**config.mk**
```make
export PLATFORM = sky130hd
export DESIGN_NAME = png_adam7_channel_swap_unit
export DESIGN_NICKNAME = d
export VERILOG_FILES = /design/src/rtl/pacs_pkg.sv /design/src/rtl/png_adam7_channel_swap_unit.sv /design/src/rtl/pacs_front.sv /design/src/rtl/pacs_queue.sv /design/src/rtl/pacs_back.sv
export VERILOG_INCLUDE_DIRS = /design/src /design/src/rtl
export SDC_FILE = /design/constraint.sdc
export NUM_CORES = 1
export LEC_CHECK = 0
export BUFFER_PORTS_ARGS = -buffer_cell sky130_fd_sc_hd__buf_2
export CORE_MARGIN = 4
export CORE_UTILIZATION = 47
export CTS_BUF_LIST = sky130_fd_sc_hd__clkbuf_4
export CTS_CLUSTER_SIZE = 12
export DETAILED_ROUTE_END_ITERATION = 7
export GPL_ROUTABILITY_DRIVEN = 1
export GPL_TIMING_DRIVEN = 1
export PLACE_DENSITY = 0.68
export SLEW_MARGIN = 20
export SYNTH_ARGS = -nofsm -noshare
export SYNTH_HDL_FRONTEND = slang
export SYNTH_SLANG_ARGS = --single-unit
export TNS_END_PERCENT = 10
```
**constraint.sdc**
```tcl
create_clock -name clk -period 5.95 [get_ports clk]
set_input_delay 0.595 -clock clk [delete_from_list [all_inputs] [get_ports clk]]
set_output_delay 0.595 -clock clk [all_outputs]
set_load 0.005 [all_outputs]
```
**src/rtl/assert_macros.svh**
```systemverilog
// ----------------------------------------------------------------------------
// Assertion macros
// Shared concurrent assertion forms, sampled on clk with arst_n as disable.
// ----------------------------------------------------------------------------
`ifndef ASSERT_MACROS_SVH
`define ASSERT_MACROS_SVH

// Property must hold at every edge outside reset
`define CHK_HOLDS(lbl, prop, msg) \
	lbl: assert property (@(posedge clk) disable iff (!arst_n) prop) else $error(msg);

// Condition must never be seen outside reset
`define CHK_NEVER(lbl, cond, msg) \
	lbl: assert property (@(posedge clk) disable iff (!arst_n) !(cond)) else $error(msg);

`endif

```
**src/rtl/pacs_pkg.sv**
```systemverilog
// ----------------------------------------------------------------------------
// pacs_pkg
// Types, constants and Adam7 geometry helpers for the channel swap unit.
// ----------------------------------------------------------------------------
package pacs_pkg;

	// Dimension counters (rows, columns, image size)
	localparam int DIM_BITS   = 16;
	localparam int NUM_PASSES = 7;
	localparam int PASS_W     = 3;

	// Front-to-back queue
	localparam int QDEPTH = 4;
	localparam int QPTR_W = $clog2(QDEPTH);

	// Configuration register indexes
	localparam int CFG_IDX_W = 2;
	localparam logic [CFG_IDX_W-1:0] REG_IMAGE_WIDTH  = 2'd0;
	localparam logic [CFG_IDX_W-1:0] REG_IMAGE_HEIGHT = 2'd1;
	localparam logic [CFG_IDX_W-1:0] REG_INTERLACE_ON = 2'd2;

	// Adam7 pass origins and log2 of the pass steps
	localparam logic [2:0] ADAM_X0  [NUM_PASSES] = '{3'd0, 3'd4, 3'd0, 3'd2, 3'd0, 3'd1, 3'd0};
	localparam logic [1:0] ADAM_XSH [NUM_PASSES] = '{2'd3, 2'd3, 2'd2, 2'd2, 2'd1, 2'd1, 2'd0};
	localparam logic [2:0] ADAM_Y0  [NUM_PASSES] = '{3'd0, 3'd0, 3'd4, 3'd0, 3'd2, 3'd0, 3'd1};
	localparam logic [1:0] ADAM_YSH [NUM_PASSES] = '{2'd3, 2'd3, 2'd3, 2'd2, 2'd2, 2'd1, 2'd1};

	// One queued transaction group: a single result or a three-byte release
	typedef struct packed {
		logic       triple;
		logic [7:0] b0;
		logic [7:0] b1;
		logic [7:0] b2;
		logic       filt;
		logic       fend;
	} entry_t;

	// Number of samples of a pass along one axis (step is a power of two)
	function automatic logic [DIM_BITS-1:0] span(input logic [DIM_BITS-1:0] size,
			input logic [2:0] start, input logic [1:0] sh);
		logic [DIM_BITS:0] t;
		t = {1'b0, size} - (DIM_BITS+1)'(start) + (((DIM_BITS+1)'(1) << sh) - 1'b1);
		if (size <= DIM_BITS'(start))
			return '0;
		return DIM_BITS'(t >> sh);
	endfunction

	function automatic logic [DIM_BITS-1:0] pass_cols(input logic [DIM_BITS-1:0] w,
			input logic il, input logic [PASS_W-1:0] p);
		if (!il)
			return w;
		if (p >= PASS_W'(NUM_PASSES))
			return '0;
		return span(w, ADAM_X0[p], ADAM_XSH[p]);
	endfunction

	function automatic logic [DIM_BITS-1:0] pass_rows(input logic [DIM_BITS-1:0] w,
			input logic [DIM_BITS-1:0] h, input logic il, input logic [PASS_W-1:0] p);
		if (!il)
			return h;
		if (p >= PASS_W'(NUM_PASSES))
			return '0;
		if (pass_cols(w, il, p) == '0)
			return '0;
		return span(h, ADAM_Y0[p], ADAM_YSH[p]);
	endfunction

	// Lowest set position of a pass mask
	function automatic logic [PASS_W-1:0] lowest(input logic [NUM_PASSES-1:0] v);
		logic [PASS_W-1:0] idx;
		idx = '0;
		for (int i = NUM_PASSES - 1; i >= 0; i--) begin
			if (v[i])
				idx = PASS_W'(i);
		end
		return idx;
	endfunction

endpackage

```
**src/rtl/png_adam7_channel_swap_unit.sv**
```systemverilog
// ----------------------------------------------------------------------------
// png_adam7_channel_swap_unit
// BGRA to RGBA swap on a filtered scanline stream with Adam7 geometry.
//
//   channel | direction | payload
//   --------+-----------+---------------------------------------------------
//   cfg     | in        | cfg_index (2 bits), cfg_data (16 bits)
//   in      | in        | in_byte
//   out     | out       | out_byte, run_last, is_filter_byte, frame_end
//
// One input byte is accepted per cycle unless the queue is full or the first
// pass is settling; results leave the output register at one per cycle while
// out_ready is high, four per four-byte pixel. The four-entry queue between
// classifier and output stage absorbs the three-byte release at pixel byte 2
// and lets either side stall alone. A known-register write restarts the frame
// and drops in_ready for one cycle. No clearing pass after reset.
// ----------------------------------------------------------------------------
module png_adam7_channel_swap_unit import pacs_pkg::*; (
	input  logic                 clk,
	input  logic                 arst_n,
	input  logic                 cfg_valid,
	output logic                 cfg_ready,
	input  logic [CFG_IDX_W-1:0] cfg_index,
	input  logic [15:0]          cfg_data,
	input  logic                 in_valid,
	output logic                 in_ready,
	input  logic [7:0]           in_byte,
	output logic                 out_valid,
	input  logic                 out_ready,
	output logic [7:0]           out_byte,
	output logic                 run_last,
	output logic                 is_filter_byte,
	output logic                 frame_end
);

`include "assert_macros.svh"

	entry_t push_entry, pop_entry;
	logic   q_push, q_pop, q_full, q_empty;

	pacs_front u_front (
		.clk       (clk),
		.arst_n    (arst_n),
		.cfg_valid (cfg_valid),
		.cfg_ready (cfg_ready),
		.cfg_index (cfg_index),
		.cfg_data  (cfg_data),
		.in_valid  (in_valid),
		.in_ready  (in_ready),
		.in_byte   (in_byte),
		.q_full    (q_full),
		.q_push    (q_push),
		.q_entry   (push_entry)
	);

	pacs_queue u_queue (
		.clk      (clk),
		.arst_n   (arst_n),
		.push     (q_push),
		.wr_entry (push_entry),
		.full     (q_full),
		.pop      (q_pop),
		.rd_entry (pop_entry),
		.empty    (q_empty)
	);

	pacs_back u_back (
		.clk            (clk),
		.arst_n         (arst_n),
		.q_entry        (pop_entry),
		.q_empty        (q_empty),
		.q_pop          (q_pop),
		.out_valid      (out_valid),
		.out_ready      (out_ready),
		.out_byte       (out_byte),
		.run_last       (run_last),
		.is_filter_byte (is_filter_byte),
		.frame_end      (frame_end)
	);

	// Queue never overruns or underruns
	`CHK_NEVER(a_q_no_overrun, q_push && q_full, "push into full queue")
	`CHK_NEVER(a_q_no_underrun, q_pop && q_empty, "pop from empty queue")
	// Frame end and filter bytes always close the results of their transaction
	`CHK_HOLDS(a_fend_last, out_valid && frame_end |-> run_last, "frame end not last")
	`CHK_HOLDS(a_filt_last, out_valid && is_filter_byte |-> run_last, "filter byte not last")

endmodule

```
**src/rtl/pacs_front.sv**
```systemverilog
// ----------------------------------------------------------------------------
// pacs_front
// Holds configuration and scanline position, classifies each input byte and
// queues the results it releases.
// ----------------------------------------------------------------------------
module pacs_front import pacs_pkg::*; (
	input  logic                 clk,
	input  logic                 arst_n,
	input  logic                 cfg_valid,
	output logic                 cfg_ready,
	input  logic [CFG_IDX_W-1:0] cfg_index,
	input  logic [15:0]          cfg_data,
	input  logic                 in_valid,
	output logic                 in_ready,
	input  logic [7:0]           in_byte,
	input  logic                 q_full,
	output logic                 q_push,
	output entry_t               q_entry
);

	// Byte position within a pixel
	localparam logic [1:0] BYTE_0 = 2'd0;
	localparam logic [1:0] BYTE_1 = 2'd1;
	localparam logic [1:0] BYTE_2 = 2'd2;
	localparam logic [1:0] BYTE_3 = 2'd3;

	logic [DIM_BITS-1:0] width_q, height_q;
	logic                ilace_q;
	logic [PASS_W-1:0]   pass_q;
	logic [DIM_BITS-1:0] row_q, col_q;
	logic [1:0]          bip_q;
	logic                expect_q;
	logic                fixup_q;
	logic [7:0]          held1_q, held2_q;

	logic [DIM_BITS-1:0]   cur_cols, cur_rows;
	logic [NUM_PASSES-1:0] live, above;
	logic [PASS_W-1:0]     first_pass, next_pass;
	logic                  next_found, empty;
	logic [DIM_BITS:0]     row_inc, col_inc;
	logic                  row_done, frame_done, cols_zero, pix_done;
	logic                  accept, cfg_known, eos;

	assign cfg_ready = 1'b1;
	assign cfg_known = cfg_valid && (cfg_index == REG_IMAGE_WIDTH ||
		cfg_index == REG_IMAGE_HEIGHT || cfg_index == REG_INTERLACE_ON);

	// Geometry of the current pass and the set of passes with scanlines
	always_comb begin
		cur_cols = pass_cols(width_q, ilace_q, pass_q);
		cur_rows = pass_rows(width_q, height_q, ilace_q, pass_q);
		for (int i = 0; i < NUM_PASSES; i++) begin
			live[i]  = (ilace_q || i == 0) &&
				(pass_rows(width_q, height_q, ilace_q, PASS_W'(i)) != '0);
			above[i] = live[i] && (PASS_W'(i) > pass_q);
		end
	end

	assign first_pass = lowest(live);
	assign next_pass  = lowest(above);
	assign next_found = |above;
	assign empty      = ~|live;

	assign row_inc    = {1'b0, row_q} + 1'b1;
	assign col_inc    = {1'b0, col_q} + 1'b1;
	assign row_done   = row_inc >= {1'b0, cur_rows};
	assign frame_done = row_done && !next_found;
	assign cols_zero  = cur_cols == '0;
	assign pix_done   = col_inc >= {1'b0, cur_cols};

	assign in_ready = !q_full && !fixup_q;
	assign accept   = in_valid && in_ready;
	assign eos      = accept && !empty &&
		((expect_q && cols_zero) || (!expect_q && bip_q == BYTE_3 && pix_done));

	// Classify the byte and build its queue entry
	always_comb begin
		q_push         = 1'b0;
		q_entry.triple = 1'b0;
		q_entry.b0     = in_byte;
		q_entry.b1     = held2_q;
		q_entry.b2     = held1_q;
		q_entry.filt   = 1'b0;
		q_entry.fend   = 1'b0;
		if (accept && !empty) begin
			if (expect_q) begin
				q_push       = 1'b1;
				q_entry.filt = 1'b1;
				q_entry.fend = cols_zero && frame_done;
			end else begin
				case (bip_q)
					BYTE_2: begin
						q_push         = 1'b1;
						q_entry.triple = 1'b1;
					end
					BYTE_3: begin
						q_push       = 1'b1;
						q_entry.fend = pix_done && frame_done;
					end
					default: q_push = 1'b0;
				endcase
			end
		end
	end

	// Advance configuration and scanline position
	always_ff @(posedge clk or negedge arst_n) begin
		if (!arst_n) begin
			width_q  <= '0;
			height_q <= '0;
			ilace_q  <= 1'b0;
			pass_q   <= '0;
			row_q    <= '0;
			col_q    <= '0;
			bip_q    <= BYTE_0;
			expect_q <= 1'b1;
			fixup_q  <= 1'b0;
		end else if (cfg_known) begin
			unique case (cfg_index)
				REG_IMAGE_WIDTH:  width_q  <= cfg_data;
				REG_IMAGE_HEIGHT: height_q <= cfg_data;
				default:          ilace_q  <= cfg_data[0];
			endcase
			pass_q   <= '0;
			row_q    <= '0;
			col_q    <= '0;
			bip_q    <= BYTE_0;
			expect_q <= 1'b1;
			fixup_q  <= 1'b1;
		end else if (fixup_q) begin
			// settle the first pass once the new geometry is in place
			pass_q  <= first_pass;
			fixup_q <= 1'b0;
		end else if (eos) begin
			expect_q <= 1'b1;
			col_q    <= '0;
			bip_q    <= BYTE_0;
			if (!row_done) begin
				row_q <= row_inc[DIM_BITS-1:0];
			end else begin
				row_q  <= '0;
				pass_q <= next_found ? next_pass : first_pass;
			end
		end else if (accept && !empty) begin
			if (expect_q) begin
				expect_q <= 1'b0;
				col_q    <= '0;
				bip_q    <= BYTE_0;
			end else begin
				case (bip_q)
					BYTE_0: bip_q <= BYTE_1;
					BYTE_1: bip_q <= BYTE_2;
					BYTE_2: bip_q <= BYTE_3;
					default: begin
						bip_q <= BYTE_0;
						col_q <= col_inc[DIM_BITS-1:0];
					end
				endcase
			end
		end
	end

	// Hold the first two bytes of a pixel
	always_ff @(posedge clk) begin
		if (accept && !empty && !expect_q && !fixup_q) begin
			if (bip_q == BYTE_0)
				held1_q <= in_byte;
			if (bip_q == BYTE_1)
				held2_q <= in_byte;
		end
	end

endmodule

```
**src/rtl/pacs_queue.sv**
```systemverilog
// ----------------------------------------------------------------------------
// pacs_queue
// Short show-ahead queue of result groups between front and back.
// ----------------------------------------------------------------------------
module pacs_queue import pacs_pkg::*; (
	input  logic   clk,
	input  logic   arst_n,
	input  logic   push,
	input  entry_t wr_entry,
	output logic   full,
	input  logic   pop,
	output entry_t rd_entry,
	output logic   empty
);

	entry_t            mem_q [QDEPTH];
	logic [QPTR_W-1:0] wr_ptr_q, rd_ptr_q;
	logic [QPTR_W:0]   count_q;

	assign full     = count_q == (QPTR_W+1)'(QDEPTH);
	assign empty    = count_q == '0;
	assign rd_entry = mem_q[rd_ptr_q];

	// Store pushed entries
	always_ff @(posedge clk) begin
		if (push)
			mem_q[wr_ptr_q] <= wr_entry;
	end

	// Advance pointers and fill count
	always_ff @(posedge clk or negedge arst_n) begin
		if (!arst_n) begin
			wr_ptr_q <= '0;
			rd_ptr_q <= '0;
			count_q  <= '0;
		end else begin
			if (push)
				wr_ptr_q <= (wr_ptr_q == QPTR_W'(QDEPTH - 1)) ? '0 : wr_ptr_q + 1'b1;
			if (pop)
				rd_ptr_q <= (rd_ptr_q == QPTR_W'(QDEPTH - 1)) ? '0 : rd_ptr_q + 1'b1;
			if (push && !pop)
				count_q <= count_q + 1'b1;
			else if (pop && !push)
				count_q <= count_q - 1'b1;
		end
	end

endmodule

```
**src/rtl/pacs_back.sv**
```systemverilog
// ----------------------------------------------------------------------------
// pacs_back
// Expands queued result groups into single output bytes, one per cycle
// while out_ready allows, through an output register.
// ----------------------------------------------------------------------------
module pacs_back import pacs_pkg::*; (
	input  logic       clk,
	input  logic       arst_n,
	input  entry_t     q_entry,
	input  logic       q_empty,
	output logic       q_pop,
	output logic       out_valid,
	input  logic       out_ready,
	output logic [7:0] out_byte,
	output logic       run_last,
	output logic       is_filter_byte,
	output logic       frame_end
);

	logic       out_valid_q;
	logic [1:0] pend_cnt_q;
	logic [7:0] pend1_q, pend2_q;
	logic [7:0] out_byte_q;
	logic       last_q, filt_q, fend_q;
	logic       advance;

	assign advance = !out_valid_q || out_ready;
	assign q_pop   = advance && pend_cnt_q == '0 && !q_empty;

	assign out_valid      = out_valid_q;
	assign out_byte       = out_byte_q;
	assign run_last       = last_q;
	assign is_filter_byte = filt_q;
	assign frame_end      = fend_q;

	// Output valid and count of bytes still owed by a three-byte group
	always_ff @(posedge clk or negedge arst_n) begin
		if (!arst_n) begin
			out_valid_q <= 1'b0;
			pend_cnt_q  <= '0;
		end else if (advance) begin
			if (pend_cnt_q != '0) begin
				out_valid_q <= 1'b1;
				pend_cnt_q  <= pend_cnt_q - 1'b1;
			end else if (!q_empty) begin
				out_valid_q <= 1'b1;
				pend_cnt_q  <= q_entry.triple ? 2'd2 : 2'd0;
			end else begin
				out_valid_q <= 1'b0;
			end
		end
	end

	// Load the output register and shift the owed bytes
	always_ff @(posedge clk) begin
		if (advance) begin
			if (pend_cnt_q != '0) begin
				out_byte_q <= pend1_q;
				last_q     <= pend_cnt_q == 2'd1;
				filt_q     <= 1'b0;
				fend_q     <= 1'b0;
				pend1_q    <= pend2_q;
			end else if (!q_empty) begin
				out_byte_q <= q_entry.b0;
				last_q     <= !q_entry.triple;
				filt_q     <= q_entry.filt;
				fend_q     <= q_entry.fend;
				pend1_q    <= q_entry.b1;
				pend2_q    <= q_entry.b2;
			end
		end
	end

endmodule

```
After elaboration in Yosys (flattened, before gate mapping)

Memories as Yosys holds them, arrays and structs flattened.
Cells that the tools add are included.

Register bits after elaboration: 125
Bits in latches: 0
Memory bits (writable): 108
Memory bits (read-only): 80
Input bits: 31
Output and inout bits: 14
Word-level logic and storage cells: 404
Memories: 5

$add $sub $neg: 31
Multiply operators: 0
Div/mod/pow operators: 0
Order comparisons: 21
Eq/ne operators: 12
Shift-type cells: 4
Multiplexer cells: 220
Bitwise logic cells: 4
Reduce and logical (&&, ||, !) cells: 85

Memory list:

| memory          | words | bits a word | rd ports | clocked after Yosys merged registers in | write ports | line             | source |
|---|---|---|---|---|---|---|---|
| u_queue.mem_q   | 4     | 27          | 1        | 0                                       | 1           | pacs_queue.sv:16 | `entry_t mem_q [QDEPTH];` |
| (no name shown) | 8     | 3           | 1        | 0                                       | 0           | pacs_pkg.sv:54   | `return span(w, ADAM_X0[p], ADAM_XSH[p]);` |
| (no name shown) | 8     | 3           | 1        | 0                                       | 0           | pacs_pkg.sv:65   | `return span(h, ADAM_Y0[p], ADAM_YSH[p]);` |
| (no name shown) | 8     | 2           | 1        | 0                                       | 0           | pacs_pkg.sv:54   |  |
| (no name shown) | 8     | 2           | 1        | 0                                       | 0           | pacs_pkg.sv:65   |  |

Operators with widths:

| kind                    | number |
|---|---|
| $mux W16                | 87 |
| $logic_not A16 Y1       | 9 |
| $reduce_bool A16 Y1     | 7 |
| $mux W1                 | 88 |
| $mux W3                 | 25 |
| $add A16 B1 Y17 const B | 4 |
| $le A16 B1 Y1 const B   | 4 |
| $add A16 B2 Y17 const B | 2 |
| $add A16 B3 Y17 const B | 2 |
| $add A17 B1 Y17 const B | 2 |
| $add A17 B17 Y17        | 2 |
| $add A17 B2 Y17 const B | 2 |
| $add A17 B3 Y17 const B | 2 |
| $ge A17 B16 Y1          | 2 |
| $shl A1 B2 Y17 const A  | 2 |
| $shr A17 B2 Y16         | 2 |
| $sub A16 B1 Y17 const B | 2 |
| $sub A16 B2 Y17 const B | 2 |
| $sub A16 B3 Y17         | 2 |
| $sub A16 B3 Y17 const B | 2 |
| $sub A17 B1 Y17 const B | 2 |
| $le A16 B2 Y1 const B   | 2 |
| $le A16 B3 Y1           | 2 |
| $le A16 B3 Y1 const B   | 2 |
| 31 further kinds        | 119 |

Longest topological paths before layout

Word-level depth: 34
Gate-level depth with buffers: 34
Mapped depth without buffers: 31

By module

Synthesis repeated with hierarchy kept, for this count alone.

Cell total of the unflattened synthesis: 1708
Area, all modules: 17061.4 um2

By module, submodules not included:

| module     | times used | cells each | area each (um2) |
|---|---|---|---|
| pacs_front | 1          | 1467       | 11494.8 |
| pacs_queue | 1          | 178        | 4321.6 |
| pacs_back  | 1          | 63         | 1244.9 |

Worst setup path before layout

No wires, ideal clock.

Kind: register to register
Start point: reg u_front.pass_q[1]
End point: reg u_front.row_q[2]
Library setup time: 136 ps
Arrival time: 6490 ps
Setup slack: -676 ps
Stages on the path, launching flop included: 35
Buffers on the path: 5
Period minus slack after synthesis: 6626 ps
Cells stage by stage: dfrtp_1 > clkbuf_1 > buf_2 > buf_1 > nand2_1 > nor2_1 > nor2_1 > ha_1 > ha_1 > inv_1 > fa_1 > and2b_1 > o211ai_1 > a311oi_1 > o31ai_1 > mux2i_1 > and2_1 > a21o_1 > a21oi_1 > o311a_1 > clkbuf_1 > a22oi_1 > ha_1 > nor2b_1 > o21ai_0 > nand2b_1 > a21oi_1 > o21ai_0 > nand3_1 > a311o_1 > o211ai_1 > clkbuf_1 > nor2_1 > o31ai_1 > a21oi_1

Cells in the longest elaborated chain, start to end: 27
Elaborated cells on any way between the ends: 74

RTL lines:

| what                                                     | line              | source |
|---|---|---|
| from (decl)                                              | pacs_front.sv:29  | `logic [PASS_W-1:0] pass_q;` |
| from (signal assigned)                                   | pacs_front.sv:132 | `pass_q <= first_pass;` |
| from (signal assigned)                                   | pacs_front.sv:142 | `pass_q <= next_found ? next_pass : first_pass;` |
| branches (longest 27 deep; another with $sub A17 B1 Y17) | n/a               |  |
| to (signal assigned)                                     | pacs_front.sv:139 | `row_q <= row_inc[DIM_BITS-1:0];` |
| to (decl)                                                | pacs_front.sv:30  | `logic [DIM_BITS-1:0] row_q, col_q;` |

Several ways; the timed one is not identified. The select of a mux whose other input is x is not followed.
A chain may end at the register's enable or synchronous reset.

Final worst setup path

Start point: reg u_front.pass_q[2]
End point: reg u_front.row_q[4]

The elaborated chain is that of the path after synthesis.

==> results.toml <==
[placement]
dp_hpwl_mm = 31.5
port_buffers = 43
placed_cells = 2158
post-place-ws_ns = -0.166
place_congestion = 0.946
postPlaceCellArea_sq_um = 17900

[floorplan]
die_h_microns = 195
core_area_sq_um = 34500
num_rows = 68
io-pin-count = 45
initial_utilization_pct = 47.6
die_x_microns = 195
die-area_sq_um = 38000

[global_route]
grt_pass1_wl_mm = 69.0
track_usage_pct = 21.9
antenna_found_initial = 3
grt_pass1_vias = 13244
grt_start_max_net_pins = 50
grt-ovfl-total = 0

[routing]
viasPerCell = 5.95
final_antenna_net_count = 0
vias = 13614
wl_mm = 43.4
post_drt_wl_per_cell_microns = 19.0
drc = 0
drt-initial-drc-count = 1023
drt_pass1_iterations = 6

[worst_setup_path]
path_max_fanout = 6
path_class = "reg -> reg"
arrival_ns = 6.55
crit_required_ns = 6.51
start_kind = "flip-flop"
critPathCaptureType = "flip-flop"

[outcome]
outcome = "finished, violations left"
violations = "negative setup slack"

[timing]
min_period_over_period_pct = 101
max-slew-margin-rel_pct = 33.5
layout_min_cycle_time_ns = 5.98
worstMarginPinSlew_ns = 0.997
rsz0062_at_grt = "yes"
whs_ns = 0.0862
fmax_mhz = 167
setup_violations = 3
timing.final.ws_setup_ns = -0.0312
skew_ns = 0.0657
drv_slew = 0
hold_viol_final = 0

[yosys]
ys.warnings.count = 0
synth-seq-cells = 233
yosysSeqAreaShare_pct = 40.1
synth_edf_count = 151
ys_types = 91
synth_top_area_share_pct = 27.6
syn_avg_cell_area_sq_um = 10.1
synth_area_sq_um = 16400
synth.area.top_cells = "edfxtp_1 28%, dfrtp_1 12%, ha_1 11%"
async_reset_ff_share_pct = 35.2
synth_flop_cell = "edfxtp_1"
syn_inst = 1620
synth_top_area_cell = "edfxtp_1"

[clock_network]
clock_path_buffers = 3
path_clk_slew_ns = 0.07
cts_buffers = 58
htree_num_levels = 2
clock_sinks = 233
cts-root-buf = "clkbuf_4"
cts_tree = "built"
clock_latency_ns = 0.76

[final_layout]
final_area_sq_um = 19100
area_delta_synth_final_pct = 16.3
layout.nets = 1968
final_common_cell = "edfxtp_1"
layout-drive-gt1-share_pct = 23.5
final_cells = 2289
layout_common_cells = "151 x edfxtp_1, 146 x nand2_1, 143 x ha_1, 117 x buf_4, 84 x a21oi_1"

[power]
vdd_drop_max_mv = 0.193
leakagePower_nw = 7.84
p_per_area_nw_per_um2 = 393

[flow_run]
max_cap_violations = 0

[min_path]
min_path_type = "in -> reg"
what timing repair did:
action,4_1_cts,5_1_grt
pin swaps,3,50
gates resized for setup,5,67
buffers inserted,1,18
hold endpoints to repair,33,0
gates cloned,0,1
setup endpoints to repair,31,42
hold buffers,1,0
sequential cells by signal, indices dropped and copies added (netlist names), 2 cells and up:
name / flops
u_front.held2_q: 8
u_front.height_q: 16
u_back.out_byte: 8
u_front.held1_q: 8
u_queue.wr_ptr_q: 2
u_front.width_q: 16
u_queue.mem_q: 108
u_back.pend1_q: 8
u_front.row_q: 16
u_front.pass_q: 3
u_queue.count_q: 3
u_back.pend_cnt_q: 2
u_queue.rd_ptr_q: 2
u_back.pend2_q: 8
u_front.col_q: 16
u_front.bip_q: 2
cell type report:
cell class	count	area (sq um)
repair buffers	171	1250
clock inverters	29	139
multi-input cells	1232	9630
flip-flops and latches	233	6590
clock buffers	80	601
well taps	455	569
inverters	88	334
fillers	3069	15400
diodes	1	2.50
cells in the mapped netlist (15+ instances only):
cell type,n
nor4_1,18
nor2b_1,17
nor3_1,41
xnor2_1,49
mux4_2,27
a31oi_1,17
inv_1,84
ha_1,146
nand3_1,51
edfxtp_1,151
a21oi_1,88
and2_1,21
mux2_2,43
o211ai_1,15
dfrtp_1,81
nand2_1,151
clkbuf_1,57
o21ai_0,84
nand4_1,27
nor2_1,85
nand2b_1,28
mux2i_1,19
and3_1,20
a21o_1,25
o31ai_1,19
path summary, 6_finish.rpt:
| check | startpoint | end | slack [ns] | cells after the start |
|---|---|---|---|---|
| hold / removal | in_byte[5] | u_queue.mem_q[3][23]$_DFFE_PP_ | 0.09 | 1 |
| hold reg to reg | u_front.held1_q[7]$_DFFE_PP_ | u_queue.mem_q[0][9]$_DFFE_PP_ | 0.45 | 0 |
| max in group asynchronous | arst_n | u_queue.rd_ptr_q[0]$_DFFE_PN0P_ | 4.49 | 3 |
| min in group asynchronous | arst_n | u_front.width_q[13]$_DFFE_PN0P_ | 0.33 | 2 |
| setup / recovery | u_front.pass_q[2]$_DFFE_PN0P_ | u_front.row_q[4]$_DFFE_PN0P_ | -0.03 | 26 |
| setup reg to reg | u_front.pass_q[2]$_DFFE_PN0P_ | u_front.row_q[4]$_DFFE_PN0P_ | -0.03 | 26 |
critical path, cell delays in order, from the launching register on:
cell	delay [ns]
dfrtp_2	0.46
buf_4	0.17
nor2_4	0.13
fa_2	0.49
ha_4	0.24
a211o_1	0.35
a2111oi_4	0.49
nor3_2	0.11
xnor2_2	0.21
o21ai_1	0.11
nor4_2	0.30
a41oi_2	0.18
buf_4	0.19
o311a_4	0.41
buf_6	0.13
a22oi_2	0.15
ha_1	0.20
a21oi_2	0.07
o21ai_1	0.12
nand3_1	0.08
a311o_1	0.34
buf_4	0.14
o211a_4	0.14
buf_6	0.13
and2_4	0.15
o31ai_2	0.22
a21oi_1	0.10
per-layer routing:
layer  global-route usage, %  share of wire [%]  up-vias
met2                    36.3                 48      493
li1                        -                  -     6462
met1                    29.8                 42     6563
met4                    6.54                3.0        2
met5                       0              0.030        -
met3                    3.40                7.1       94
power by group:
part,total [mW],internal [mW],switching [mW]
registers,2.30,2.04,0.260
clock network,1.31,0.635,0.670
logic,3.91,1.77,2.13
stage by stage:
step	power [mW]	setup TNS (ns)	utilization (%)
finish	7.51	-0.0657	55.3
floorplan	4.84	-0.0335	-
global route	8.08	-8.17	55.3
CTS	7.36	0	54.1
detailed placement	5.99	-1.61	51.8
global placement	5.92	-0.0400	51.8
logic make-up (layout without fill, tap and decap cells):
group	Yosys count	count (layout)	synth area share (%)
other	1	3	0.0228
buffers and inverters	157	368	3.69
adder cells (fa/ha/maj)	153	153	12.0
XOR/XNOR	64	64	3.46
flip-flops	233	233	40.1
multiplexers	90	90	7.87
AO/OA/AOI/OAI	407	408	17.1
AND/OR/NAND/NOR	515	515	15.8
(Power assumes the default switching activity.)
